`src/rtl/icld_pkg.sv`:
```
package icld_pkg;

  localparam int MAX_LINE = 64;
  localparam int HEAD_LEN = 7;
  localparam int NUM_CNT = 3;
  localparam int NUM_LIT = 4;

  localparam logic [7:0] CH_CR = 8'h0d;
  localparam logic [7:0] CH_LF = 8'h0a;
  localparam logic [7:0] CH_SPACE = 8'h20;
  localparam logic [7:0] CH_TAB = 8'h09;
  localparam logic [7:0] CH_DIG_0 = 8'h30;
  localparam logic [7:0] CH_DIG_1 = 8'h31;
  localparam logic [7:0] CH_DIG_9 = 8'h39;
  localparam logic [7:0] CH_LOW_A = 8'h61;
  localparam logic [7:0] CH_LOW_Z = 8'h7a;
  localparam logic [7:0] CH_I = 8'h49;
  localparam logic [7:0] CH_J = 8'h4a;
  localparam logic [7:0] CH_Z = 8'h5a;
  localparam logic [7:0] CASE_OFFSET = 8'h20;
  localparam logic [3:0] RANGE_LIMIT = 4'd6;

  localparam logic [3:0] CMD_UNKNOWN = 4'd0;
  localparam logic [3:0] CMD_IDN = 4'd1;
  localparam logic [3:0] CMD_MEAS = 4'd2;
  localparam logic [3:0] CMD_INFO = 4'd3;
  localparam logic [3:0] CMD_RANGE_I = 4'd4;
  localparam logic [3:0] CMD_RANGE_J = 4'd5;
  localparam logic [3:0] CMD_RANGE_IJ = 4'd6;
  localparam logic [3:0] CMD_ZERO = 4'd7;
  localparam logic [3:0] CMD_UPGRADE = 4'd8;

  localparam logic [2:0] PH_TOKEN = 3'd0;
  localparam logic [2:0] PH_NUM0 = 3'd1;
  localparam logic [2:0] PH_DONE = 3'd4;

  localparam logic [1:0] LAST_NUM = 2'd2;

  localparam logic [7:0] LIT_TEXT [NUM_LIT][HEAD_LEN] = '{
    '{8'h2a, 8'h49, 8'h44, 8'h4e, 8'h3f, 8'h00, 8'h00},
    '{8'h4d, 8'h45, 8'h41, 8'h53, 8'h3f, 8'h00, 8'h00},
    '{8'h49, 8'h4e, 8'h46, 8'h4f, 8'h3f, 8'h00, 8'h00},
    '{8'h55, 8'h50, 8'h47, 8'h52, 8'h41, 8'h44, 8'h45}
  };
  localparam logic [2:0] LIT_LEN [NUM_LIT] = '{3'd5, 3'd5, 3'd5, 3'd7};

  typedef struct packed {
    logic                             ovf;
    logic                             len_eq2;
    logic                             len_eq3;
    logic                             len_eq5;
    logic                             len_gt7;
    logic [NUM_LIT-1:0]               flags;
    logic                             num_err;
    logic [NUM_CNT-1:0]               seen;
    logic [HEAD_LEN-1:0][7:0]         head;
    logic [NUM_CNT-1:0][31:0]         acc;
  } line_sum_t;

  typedef struct packed {
    logic [3:0]  cmd_code;
    logic [2:0]  range_arg;
    logic        zero_channel;
    logic        zero_on;
    logic [31:0] fw_version;
    logic [31:0] fw_size;
    logic [31:0] fw_crc;
  } result_t;

endpackage

```
`src/rtl/icld_line.sv`:
```
module icld_line
  import icld_pkg::*;
#(
  parameter int MaxLine = MAX_LINE
) (
  input  logic       clk,
  input  logic       rst_n,
  input  logic       byte_fire,
  input  logic [7:0] rx_byte,
  output logic       line_done,
  output line_sum_t  line_sum
);

  localparam int LW = $clog2(MaxLine);

  logic [LW-1:0]        len_r, len_nxt;
  logic                 ovf_r, ovf_nxt;
  logic [7:0]           head_r [HEAD_LEN];
  logic [7:0]           head_nxt [HEAD_LEN];
  logic [NUM_LIT-1:0]   flags_r, flags_nxt;
  logic [2:0]           phase_r, phase_nxt;
  logic [31:0]          acc_r [NUM_CNT];
  logic [31:0]          acc_nxt [NUM_CNT];
  logic [NUM_CNT-1:0]   seen_r, seen_nxt;
  logic                 err_r, err_nxt;

  logic [7:0] c;
  logic       term;
  logic       ws;
  logic       dig;
  logic [1:0] k;
  logic [31:0] digit;

  always_comb begin
    c = rx_byte;
    if (rx_byte >= CH_LOW_A && rx_byte <= CH_LOW_Z) begin
      c = rx_byte - CASE_OFFSET;
    end
    term = (c == CH_CR) || (c == CH_LF);
    ws = (c == CH_SPACE) || (c == CH_TAB);
    dig = (c >= CH_DIG_0) && (c <= CH_DIG_9);
    digit = {24'd0, c - CH_DIG_0};
    k = 2'(phase_r - PH_NUM0);
  end

  always_comb begin
    len_nxt = len_r;
    ovf_nxt = ovf_r;
    head_nxt = head_r;
    flags_nxt = flags_r;
    phase_nxt = phase_r;
    acc_nxt = acc_r;
    seen_nxt = seen_r;
    err_nxt = err_r;
    line_done = 1'b0;
    if (byte_fire) begin
      if (term) begin
        if (len_r != '0 || ovf_r) begin
          line_done = 1'b1;
          len_nxt = '0;
          ovf_nxt = 1'b0;
          for (int i = 0; i < HEAD_LEN; i++) begin
            head_nxt[i] = 8'd0;
          end
          flags_nxt = '1;
          phase_nxt = PH_TOKEN;
          for (int i = 0; i < NUM_CNT; i++) begin
            acc_nxt[i] = 32'd0;
          end
          seen_nxt = '0;
          err_nxt = 1'b0;
        end
      end else if (ovf_r || len_r >= LW'(MaxLine - 1)) begin
        ovf_nxt = 1'b1;
      end else begin
        len_nxt = len_r + 1'b1;
        if (len_r < LW'(HEAD_LEN)) begin
          head_nxt[len_r[2:0]] = c;
        end
        for (int i = 0; i < NUM_LIT; i++) begin
          if (len_r < LW'(LIT_LEN[i])) begin
            if (c != LIT_TEXT[i][len_r[2:0]]) begin
              flags_nxt[i] = 1'b0;
            end
          end else if (i < NUM_LIT - 1) begin
            flags_nxt[i] = 1'b0;
          end
        end
        if (!err_r && phase_r < PH_DONE) begin
          if (phase_r == PH_TOKEN) begin
            if (ws) begin
              phase_nxt = PH_NUM0;
            end
          end else if (!seen_r[k]) begin
            if (dig) begin
              seen_nxt[k] = 1'b1;
              acc_nxt[k] = digit;
            end else if (!ws) begin
              err_nxt = 1'b1;
            end
          end else if (dig) begin
            acc_nxt[k] = (acc_r[k] << 3) + (acc_r[k] << 1) + digit;
          end else if (ws || k == LAST_NUM) begin
            phase_nxt = phase_r + 3'd1;
          end else begin
            err_nxt = 1'b1;
          end
        end
      end
    end
  end

  always_ff @(posedge clk) begin
    if (!rst_n) begin
      len_r <= '0;
      ovf_r <= 1'b0;
      for (int i = 0; i < HEAD_LEN; i++) begin
        head_r[i] <= 8'd0;
      end
      flags_r <= '1;
      phase_r <= PH_TOKEN;
      for (int i = 0; i < NUM_CNT; i++) begin
        acc_r[i] <= 32'd0;
      end
      seen_r <= '0;
      err_r <= 1'b0;
    end else begin
      len_r <= len_nxt;
      ovf_r <= ovf_nxt;
      head_r <= head_nxt;
      flags_r <= flags_nxt;
      phase_r <= phase_nxt;
      acc_r <= acc_nxt;
      seen_r <= seen_nxt;
      err_r <= err_nxt;
    end
  end

  always_comb begin
    line_sum.ovf = ovf_r;
    line_sum.len_eq2 = (len_r == LW'(2));
    line_sum.len_eq3 = (len_r == LW'(3));
    line_sum.len_eq5 = (len_r == LW'(5));
    line_sum.len_gt7 = (len_r > LW'(7));
    line_sum.flags = flags_r;
    line_sum.num_err = err_r;
    line_sum.seen = seen_r;
    for (int i = 0; i < HEAD_LEN; i++) begin
      line_sum.head[i] = head_r[i];
    end
    for (int i = 0; i < NUM_CNT; i++) begin
      line_sum.acc[i] = acc_r[i];
    end
  end

endmodule

```
`src/rtl/icld_decode.sv`:
```
module icld_decode
  import icld_pkg::*;
(
  input  line_sum_t line_sum,
  output result_t   result
);

  logic [3:0] arg1;
  logic [3:0] arg2;
  logic [7:0] h0;
  logic [7:0] h1;
  logic [7:0] h2;

  always_comb begin
    h0 = line_sum.head[0];
    h1 = line_sum.head[1];
    h2 = line_sum.head[2];
    arg1 = h1[3:0];
    arg2 = h2[3:0];
    result = '0;
    result.cmd_code = CMD_UNKNOWN;
    if (!line_sum.ovf) begin
      if (line_sum.len_eq5 && line_sum.flags[0]) begin
        result.cmd_code = CMD_IDN;
      end else if (line_sum.len_eq5 && line_sum.flags[1]) begin
        result.cmd_code = CMD_MEAS;
      end else if (line_sum.len_eq5 && line_sum.flags[2]) begin
        result.cmd_code = CMD_INFO;
      end else if (line_sum.len_eq2 && arg1 < RANGE_LIMIT && (h0 == CH_I || h0 == CH_J)) begin
        result.cmd_code = (h0 == CH_I) ? CMD_RANGE_I : CMD_RANGE_J;
        result.range_arg = arg1[2:0];
      end else if (line_sum.len_eq3 && h0 == CH_I && h1 == CH_J && arg2 < RANGE_LIMIT) begin
        result.cmd_code = CMD_RANGE_IJ;
        result.range_arg = arg2[2:0];
      end else if (line_sum.len_eq3 && h0 == CH_Z && (h1 == CH_I || h1 == CH_J)
                   && (h2 == CH_DIG_0 || h2 == CH_DIG_1)) begin
        result.cmd_code = CMD_ZERO;
        result.zero_channel = (h1 == CH_J);
        result.zero_on = (h2 == CH_DIG_1);
      end else if (line_sum.len_gt7 && line_sum.flags[3] && !line_sum.num_err
                   && line_sum.seen[2]) begin
        result.cmd_code = CMD_UPGRADE;
        result.fw_version = line_sum.acc[0];
        result.fw_size = line_sum.acc[1];
        result.fw_crc = line_sum.acc[2];
      end
    end
  end

endmodule

```
`src/rtl/icld_outbuf.sv`:
```
module icld_outbuf
  import icld_pkg::*;
(
  input  logic    clk,
  input  logic    rst_n,
  input  logic    push,
  input  result_t push_data,
  output logic    full,
  output logic    out_valid,
  input  logic    out_stall,
  output result_t out_data
);

  logic    out_valid_r, out_valid_nxt;
  result_t out_data_r, out_data_nxt;
  logic    skid_valid_r, skid_valid_nxt;
  result_t skid_data_r, skid_data_nxt;
  logic    take;

  always_comb begin
    take = out_valid_r && !out_stall;
    out_valid_nxt = out_valid_r;
    out_data_nxt = out_data_r;
    skid_valid_nxt = skid_valid_r;
    skid_data_nxt = skid_data_r;
    if (take) begin
      if (skid_valid_r) begin
        out_data_nxt = skid_data_r;
        skid_valid_nxt = 1'b0;
      end else begin
        out_valid_nxt = 1'b0;
      end
    end
    if (push) begin
      if (!out_valid_r || take) begin
        out_valid_nxt = 1'b1;
        out_data_nxt = push_data;
      end else begin
        skid_valid_nxt = 1'b1;
        skid_data_nxt = push_data;
      end
    end
  end

  always_ff @(posedge clk) begin
    if (!rst_n) begin
      out_valid_r <= 1'b0;
      skid_valid_r <= 1'b0;
    end else begin
      out_valid_r <= out_valid_nxt;
      skid_valid_r <= skid_valid_nxt;
    end
  end

  always_ff @(posedge clk) begin
    out_data_r <= out_data_nxt;
    skid_data_r <= skid_data_nxt;
  end

  assign full = skid_valid_r;
  assign out_valid = out_valid_r;
  assign out_data = out_data_r;

endmodule

```
`src/rtl/instrument_command_line_decoder.sv`:
```
// Channel   Direction  Handshake           Payload
// in_       input      in_valid/in_stall   in_rx_byte
// out_      output     out_valid/out_stall out_cmd_code, out_range_arg, out_zero_channel,
//                                          out_zero_on, out_fw_version, out_fw_size, out_fw_crc
//
// One input beat is taken every cycle while in_stall is low; a line end is decoded from the
// line registers into the result register, or into the skid entry if its beat is not taken.
// The result register is backed by one skid entry; in_stall rises only while that skid entry
// is occupied, which happens only when two results are waiting on a stalled output.
// Reset is synchronous and active low; it empties both result entries and clears the line.
module instrument_command_line_decoder
  import icld_pkg::*;
#(
  parameter int MaxLine = MAX_LINE
) (
  input  logic        clk,
  input  logic        rst_n,
  input  logic        in_valid,
  output logic        in_stall,
  input  logic [7:0]  in_rx_byte,
  output logic        out_valid,
  input  logic        out_stall,
  output logic [3:0]  out_cmd_code,
  output logic [2:0]  out_range_arg,
  output logic        out_zero_channel,
  output logic        out_zero_on,
  output logic [31:0] out_fw_version,
  output logic [31:0] out_fw_size,
  output logic [31:0] out_fw_crc
);

  logic      byte_fire;
  logic      line_done;
  line_sum_t line_sum;
  result_t   dec_result;
  result_t   out_data;
  logic      buf_full;

  assign in_stall = buf_full;
  assign byte_fire = in_valid && !buf_full;

  icld_line #(
    .MaxLine(MaxLine)
  ) u_line (
    .clk(clk),
    .rst_n(rst_n),
    .byte_fire(byte_fire),
    .rx_byte(in_rx_byte),
    .line_done(line_done),
    .line_sum(line_sum)
  );

  icld_decode u_decode (
    .line_sum(line_sum),
    .result(dec_result)
  );

  icld_outbuf u_outbuf (
    .clk(clk),
    .rst_n(rst_n),
    .push(line_done),
    .push_data(dec_result),
    .full(buf_full),
    .out_valid(out_valid),
    .out_stall(out_stall),
    .out_data(out_data)
  );

  assign out_cmd_code = out_data.cmd_code;
  assign out_range_arg = out_data.range_arg;
  assign out_zero_channel = out_data.zero_channel;
  assign out_zero_on = out_data.zero_on;
  assign out_fw_version = out_data.fw_version;
  assign out_fw_size = out_data.fw_size;
  assign out_fw_crc = out_data.fw_crc;

endmodule

```
`config.mk`:
```
export PLATFORM = sky130hd
export DESIGN_NAME = instrument_command_line_decoder
export DESIGN_NICKNAME = d
export VERILOG_FILES = /design/src/rtl/icld_pkg.sv /design/src/rtl/icld_line.sv /design/src/rtl/icld_decode.sv /design/src/rtl/icld_outbuf.sv /design/src/rtl/instrument_command_line_decoder.sv
export SDC_FILE = /design/constraint.sdc
export NUM_CORES = 1
export LEC_CHECK = 0
export BUFFER_PORTS_ARGS = -buffer_cell sky130_fd_sc_hd__buf_2
export CAP_MARGIN = 20
export CORE_MARGIN = 5
export CORE_UTILIZATION = 45
export CTS_BUF_LIST = sky130_fd_sc_hd__clkbuf_4 sky130_fd_sc_hd__clkbuf_8
export DETAILED_ROUTE_END_ITERATION = 12
export SLEW_MARGIN = 20
export SYNTH_ARGS = -nofsm -noshare
export SYNTH_HDL_FRONTEND = slang
export SYNTH_SLANG_ARGS = --single-unit
```
`constraint.sdc`:
```
create_clock -name clk -period 8.3 [get_ports clk]
set_input_delay 1.245 -clock clk [delete_from_list [all_inputs] [get_ports clk]]
set_output_delay 1.245 -clock clk [all_outputs]
set_load 0.1 [all_outputs]
```
==> impl_metrics.yaml, run 1 <==
status:
  status: "complete, no violations"
timing:
  hold_viol_final: 0
  tightestPinTransition_ns: 1.06
  finalCritPeriodShare_pct: 73.0
  skew_ns: 0.0342
  maxSlewViolCount: 0
  max_freq_mhz: 165
  setup_viol: 0
  rsz0062_at_grt: "no"
  min_period_ns: 6.06
  slew_headroom_pct: 28.9
  setup_tns_ns: 0
yosys:
  synthDistinctLibCells: 82
  synth_edf_count: 105
  synth_ff_type: "dfxtp_1"
  syn_avg_cell_area_um2: 9.69
  async_flop_share_pct: 0
  synthCells: 1802
  synthesis.nets: 1889
  ys_seq_elements: 350
  yosys-top-cells-area: "dfxtp_1 28%, edfxtp_1 18%, mux2i_1 8.5%"
  synth_top_cell_area_share_pct: 28.1
  ys_seq_area_share_pct: 46.1
  synthesis.area_um2: 17500
  yosysWarnings: 0
  synth_top_cell_by_area: "dfxtp_1"
critical_path:
  cp-start-kind: "primary input"
  critical_path.cell_chain: "buf_2 -> nor3_1 -> o2bb2ai_2 -> o31ai_2 -> o21ai_0 -> xnor2_1 -> fa_1 -> ha_1 -> a2111oi_1 -> a2111oi_0 -> nor4b_1 -> o41ai_2 -> and4_1 -> nor3_1 -> o21ai_0"
  r2r_end: "u_line.line_sum[31]$_SDFFE_PN0P_"
  rrSetupSlack_ns: 2.34
  endpoint: "u_line.line_sum[31]$_SDFFE_PN0P_"
  cp_num_buf_inv: 1
  worstSetupPathType: "primary input to flop"
  worstSetupEndpointType: "flop"
  crit_start: "in_rx_byte[0]"
  cp_slowest_cell: "nor4b_1"
  path_max_fanout: 19
  path_depth: 15
  r2r_cells: 14
  crit_family: "compound AO/OA/AOI/OAI gates"
  arrival_ns: 6.57
  crit_required_ns: 8.81
  r2r-start: "u_line.phase_r[0]$_SDFFE_PN0P_"
  cpPeakStageDelay_ns: 0.80
global_routing:
  grt_usage_pct: 21.1
  met2_usage_pct: 34.3
  grt_pass1_vias: 13229
  grt_max_degree: 101
  use_met1_pct: 28.8
  grt_remaining_overflow: 0
  grt_pass1_wl_um: 72700
  grt.busiest_layer: "met2"
  grtUsageMet3_pct: 3.91
  antenna_found_initial: 0
detailed_routing:
  dr.pass1.iters: 5
  vias_per_cell: 5.55
  num_vias: 13530
  wl_per_cell_um: 18.8
  first_iter_violations: 928
  drtAntennaViolNets: 0
  drc: 0
  wirelength_um: 45700
clocking:
  cts-resized-gates: 0
  clk_pin_slew_ns: 0.06
  cts_buffer_depth: 3
  post-cts-setup-buffers: 0
  cts_tree: "done"
  clk_latency_ns: 0.65
  clock-sinks: 350
  cts_inserted_buffers: 59
  htree_levels: 2
  cts_hold_buf: 0
  cts_root_buf: "clkbuf_8"
power_and_ir_drop:
  power_density_nw_per_um2: 180
  ir_worst_vdd_mv: 0.140
  power.leakage_nw: 8.42
place:
  dp.cells: 2328
  dp_hpwl_um: 31500
  portBuffers: 118
  place_congestion: 0.899
floorplanning:
  core_um2: 38600
  die_w_um: 207
  die_y_um: 207
  pin_count: 119
  initial_core_util_pct: 45.3
  dieArea_um2: 42800
  std_cell_rows: 72
hold_path:
  hold_start: "u_line.line_sum[98]$_SDFFE_PN0P_"
  hold_path.class: "flop to flop"
cells_and_area:
  num-nets-final: 1958
  antenna_cells: 0
  syn_to_final_growth_pct: 12.1
  layout_common_cells: "245 x dfxtp_1, 180 x nand2_1, 178 x o21ai_0"
  drive_above_1_share_pct: 13.6
  final_cells: 2439
  final_common_cell: "dfxtp_1"
flow_run:
  drv_cap: 0
## Yosys cell counts (all sizes together) (22+ instances only)
master    n
ha       69
o21ai   185
a22oi    57
a21oi    45
nand3    69
nor2     71
nand2   180
inv      28
and2    107
edfxtp  105
nor3     22
mux2i   148
nand2b   22
xnor2    22
buf      41
clkbuf   84
dfxtp   245
nor2b    61
## layer usage
layer,vias to the layer above,share of wire [%]
met5,-,0
met2,320,46
met1,6485,46
li1,6644,-
met3,81,4.7
met4,0,2.7
## state kept, by name (all words and copies together) (netlist names), named ones only
name / cells
u_line.phase_r: 3
u_line.line_sum: 120
u_outbuf.skid_data_r: 105
u_outbuf.out_valid: 1
u_line.flags_r: 4
u_outbuf.out_data: 105
u_line.len_r: 6
u_line.err_r: 1
u_line.seen_r: 3
u_line.ovf_r: 1
## worst min path at each step
stage / endpoint / depth (start not counted)
after CTS: u_line.line_sum[98]$_SDFFE_PN0P_ / 2
after floorplan: u_line.line_sum[98]$_SDFFE_PN0P_ / 2
final: u_line.line_sum[98]$_SDFFE_PN0P_ / 2
after global placement: u_line.line_sum[98]$_SDFFE_PN0P_ / 2
after detailed placement: u_line.line_sum[98]$_SDFFE_PN0P_ / 2
after global routing: u_line.line_sum[98]$_SDFFE_PN0P_ / 2
## power by group
group          internal, mW  switching (mW)  leakage (nW)  total, mW
clock network         0.934           0.701         0.684       1.63
logic                0.0467          0.0792          4.56      0.126
registers              1.76          0.0104          3.18       1.77
## stage by stage
step	util (%)	cell area, um2	total power, mW	setup slack, ns	hold slack (ns)
2_1_floorplan	-	17500	1.90	0.334	0.433
3_3_place_gp	47.5	18300	1.93	1.92	0.448
3_5_place_dp	47.5	18300	1.93	1.71	0.455
4_1_cts	50.8	19600	3.58	2.41	0.464
5_1_grt	50.8	19600	3.67	1.82	0.495
6_report	50.8	19600	3.53	2.24	0.461
## tightest hold or removal path, cell delays in order (launching register included)
cell     delay [ns]
dfxtp_1        0.30
nand3_1        0.06
o21ai_1        0.05
## layout make-up
cell class,count,area (um2)
fill,3689,19000
multi-input combinational,1299,8790
sequential,350,8060
clock buffer,98,1190
timing repair buffer,133,703
tap,518,648
inverter,28,105
clock inverter,13,86.3
## cell families (layout without fill, tap and decap cells)
family,Yosys count,in the layout,share of synthesized area (%)
adders and majority gates,75,75,5.63
muxes,151,151,8.68
DFF,350,350,46.1
xor gates and xnor gates,37,37,1.86
and+or+nand+nor,614,614,18.4
AOI/OAI and AO/OA,422,422,15.6
buffers and inverters,153,272,3.73
Note: power is estimated with default switching activity, not from simulation.
==> run 2, diff against run 1 <==
==> constraint.sdc (replaced) <==
create_clock -name clk -period 5.2 [get_ports clk]
set_input_delay 0.78 -clock clk [delete_from_list [all_inputs] [get_ports clk]]
set_output_delay 0.78 -clock clk [all_outputs]
set_load 0.1 [all_outputs]
==> run 2 against run 1 <==
Against the previous run: register-to-register slack lost 2.1 ns; non-clock buffer count up 29; via count is 0.65% higher; clock power increased by 64%; flip-flop and latch count unchanged; critical path depth up 1; clock skew shrank 0.0067 ns; hold slack worse by 0.00062 ns; sequential share of layout area shrank 0.62 points; sequential power rose by 60%; combinational power is 69% higher; critical path type is now flop to flop.
==> impl_metrics.yaml, run 2 (synthesis gave the netlist of run 1 again) <==
clocking:
  post-cts-setup-buffers: 0
  cts_tree: "done"
  cts-resized-gates: 0
  htree_levels: 2
  cts_root_buf: "clkbuf_8"
  clk_latency_ns: 0.66
  clk_pin_slew_ns: 0.06
  clock-sinks: 350
  cts_inserted_buffers: 59
  cts_buffer_depth: 3
  cts_hold_buf: 0
detailed_routing:
  drc: 0
  vias_per_cell: 5.52
  first_iter_violations: 954
  wl_per_cell_um: 18.8
  num_vias: 13618
  dr.pass1.iters: 5
  drtAntennaViolNets: 0
  wirelength_um: 46400
floorplanning:
  std_cell_rows: 72
  initial_core_util_pct: 45.3
  pin_count: 119
  die_y_um: 207
  core_um2: 38600
  die_w_um: 207
  dieArea_um2: 42800
hold_path:
  hold_path.class: "flop to flop"
  worstHoldPathCells: 2
  hold_start: "u_line.line_sum[98]$_SDFFE_PN0P_"
  min_to: "u_line.line_sum[98]$_SDFFE_PN0P_"
critical_path:
  critical_path.cell_chain: "inv_1 -> ha_2 -> buf_12 -> mux2i_1 -> o21ai_0 -> ha_1 -> ha_1 -> and3_1 -> nand4_1 -> a2111oi_0 -> nor4b_2 -> o41ai_2 -> buf_4 -> xor2_1 -> a22oi_1 -> nor2b_1"
  cp_num_buf_inv: 3
  crit_required_ns: 5.79
  worstSetupEndpointType: "flop"
  crit_start: "u_line.phase_r[1]$_SDFFE_PN0P_"
  path_max_fanout: 30
  r2r_end: "u_line.line_sum[59]$_SDFFE_PN0P_"
  arrival_ns: 5.52
  crit_family: "compound AO/OA/AOI/OAI gates"
  cp-start-kind: "flop"
  crit_top_cell: "ha_1"
  r2r_cells: 16
  cp_slowest_cell: "a2111oi_0"
  worstSetupPathType: "flop to flop"
  r2r-start: "u_line.phase_r[1]$_SDFFE_PN0P_"
  rrSetupSlack_ns: 0.27
  cpPeakStageDelay_ns: 0.82
place:
  dp_hpwl_um: 31800
  dp.cells: 2357
  portBuffers: 118
  place_congestion: 0.929
global_routing:
  grt_usage_pct: 21.5
  grt_remaining_overflow: 0
  grt_max_degree: 107
  grt_pass1_wl_um: 74400
  grt_pass1_vias: 13551
  antenna_found_initial: 0
power_and_ir_drop:
  power_density_nw_per_um2: 287
  p_sw_share_pct: 22.4
  power.leakage_nw: 8.58
  power_mw: 5.70
  pwr-share-comb_pct: 3.7
  power_frac_clock_pct: 46.7
  seqPwrFrac_pct: 49.5
  power.switching_mw: 1.28
  ir_worst_vdd_mv: 0.191
  internal-power_mw: 4.43
timing:
  tightestPinTransition_ns: 1.10
  hold_viol_final: 0
  setup_tns_ns: 0
  maxSlewViolCount: 0
  min_period_ns: 4.93
  skew_ns: 0.0275
  setup_viol: 0
  rsz0062_at_grt: "no"
  slew_headroom_pct: 26.6
  max_freq_mhz: 203
  finalCritPeriodShare_pct: 94.8
cells_and_area:
  num-nets-final: 1987
  antenna_cells: 0
  syn_to_final_growth_pct: 13.9
  drive_above_1_share_pct: 15.0
  largest_reg_flops: 120
  layout_common_cells: "245 x dfxtp_1, 180 x nand2_1, 177 x o21ai_0"
  final_cells: 2468
  final_common_cell: "dfxtp_1"
  fillers: 3628
status:
  status: "complete, no violations"
flow_run:
  drv_cap: 0
==> run 2: cell types whose count changed in the layout (fill, tap and decap cells not counted), sizes merged <==
cell,previous run,this run
bufinv,1,3
clkinv,10,14
buf,133,162
clkbuf,98,92
==> run 2: cell type report <==
| cell class | instances | area, um2 | share of cell area (%) |
|---|---|---|---|
| inverters | 28 | 105 | 0.529 |
| flip-flops and latches | 350 | 8060 | 40.5 |
| multi-input cells | 1299 | 8800 | 44.3 |
| repair buffers | 162 | 971 | 4.88 |
| well taps | 518 | 648 | 3.26 |
| clock buffers | 92 | 1130 | 5.71 |
| clock inverters | 19 | 166 | 0.837 |
==> run 2: worst min-delay path: stages, from the launching register on <==
cell and delay, ns:
dfxtp_1 0.31, nand3_1 0.05, o21ai_1 0.05
==> run 2: power groups by stage <==
stage	logic, mW	registers [mW]	clock network, mW
after floorplan	0.160	2.88	0
after global placement	0.207	2.88	0
after detailed placement	0.210	2.88	0
after CTS	0.211	2.82	2.74
after global routing	0.235	2.83	2.87
final	0.213	2.83	2.67
==> run 2: stage by stage <==
step | hold slack [ns] | cell area, um2 | worst slack, ns | util (%)
after floorplan | 0.433 | 17500 | 0.0707 | -
after global placement | 0.448 | 18600 | 0.0288 | 48.2
after detailed placement | 0.452 | 18600 | -0.0470 | 48.2
after CTS | 0.420 | 19900 | 0.315 | 51.5
after global routing | 0.485 | 19900 | 0.0262 | 51.6
final | 0.460 | 19900 | 0.268 | 51.6
==> run 2: how the worst max path moves through the flow <==
stage,endpoint,cells after the start,slack (ns)
floorplan,u_line.line_sum[26]$_SDFFE_PN0P_,20,0.07
global placement,u_line.line_sum[95]$_SDFFE_PN0P_,17,0.03
detailed placement,u_line.line_sum[31]$_SDFFE_PN0P_,17,-0.05
CTS,u_line.line_sum[60]$_SDFFE_PN0P_,20,0.31
finish,u_line.line_sum[59]$_SDFFE_PN0P_,16,0.27
global route,u_line.line_sum[63]$_SDFFE_PN0P_,16,0.03
==> run 2: metal layers <==
layer	part of all wire (%)	GRT usage [%]	vias to the layer above
met5	0	0	-
met4	2.7	7.15	0
met3	4.9	3.86	73
met2	47	35.4	325
met1	45	28.9	6523
li1	-	-	6697
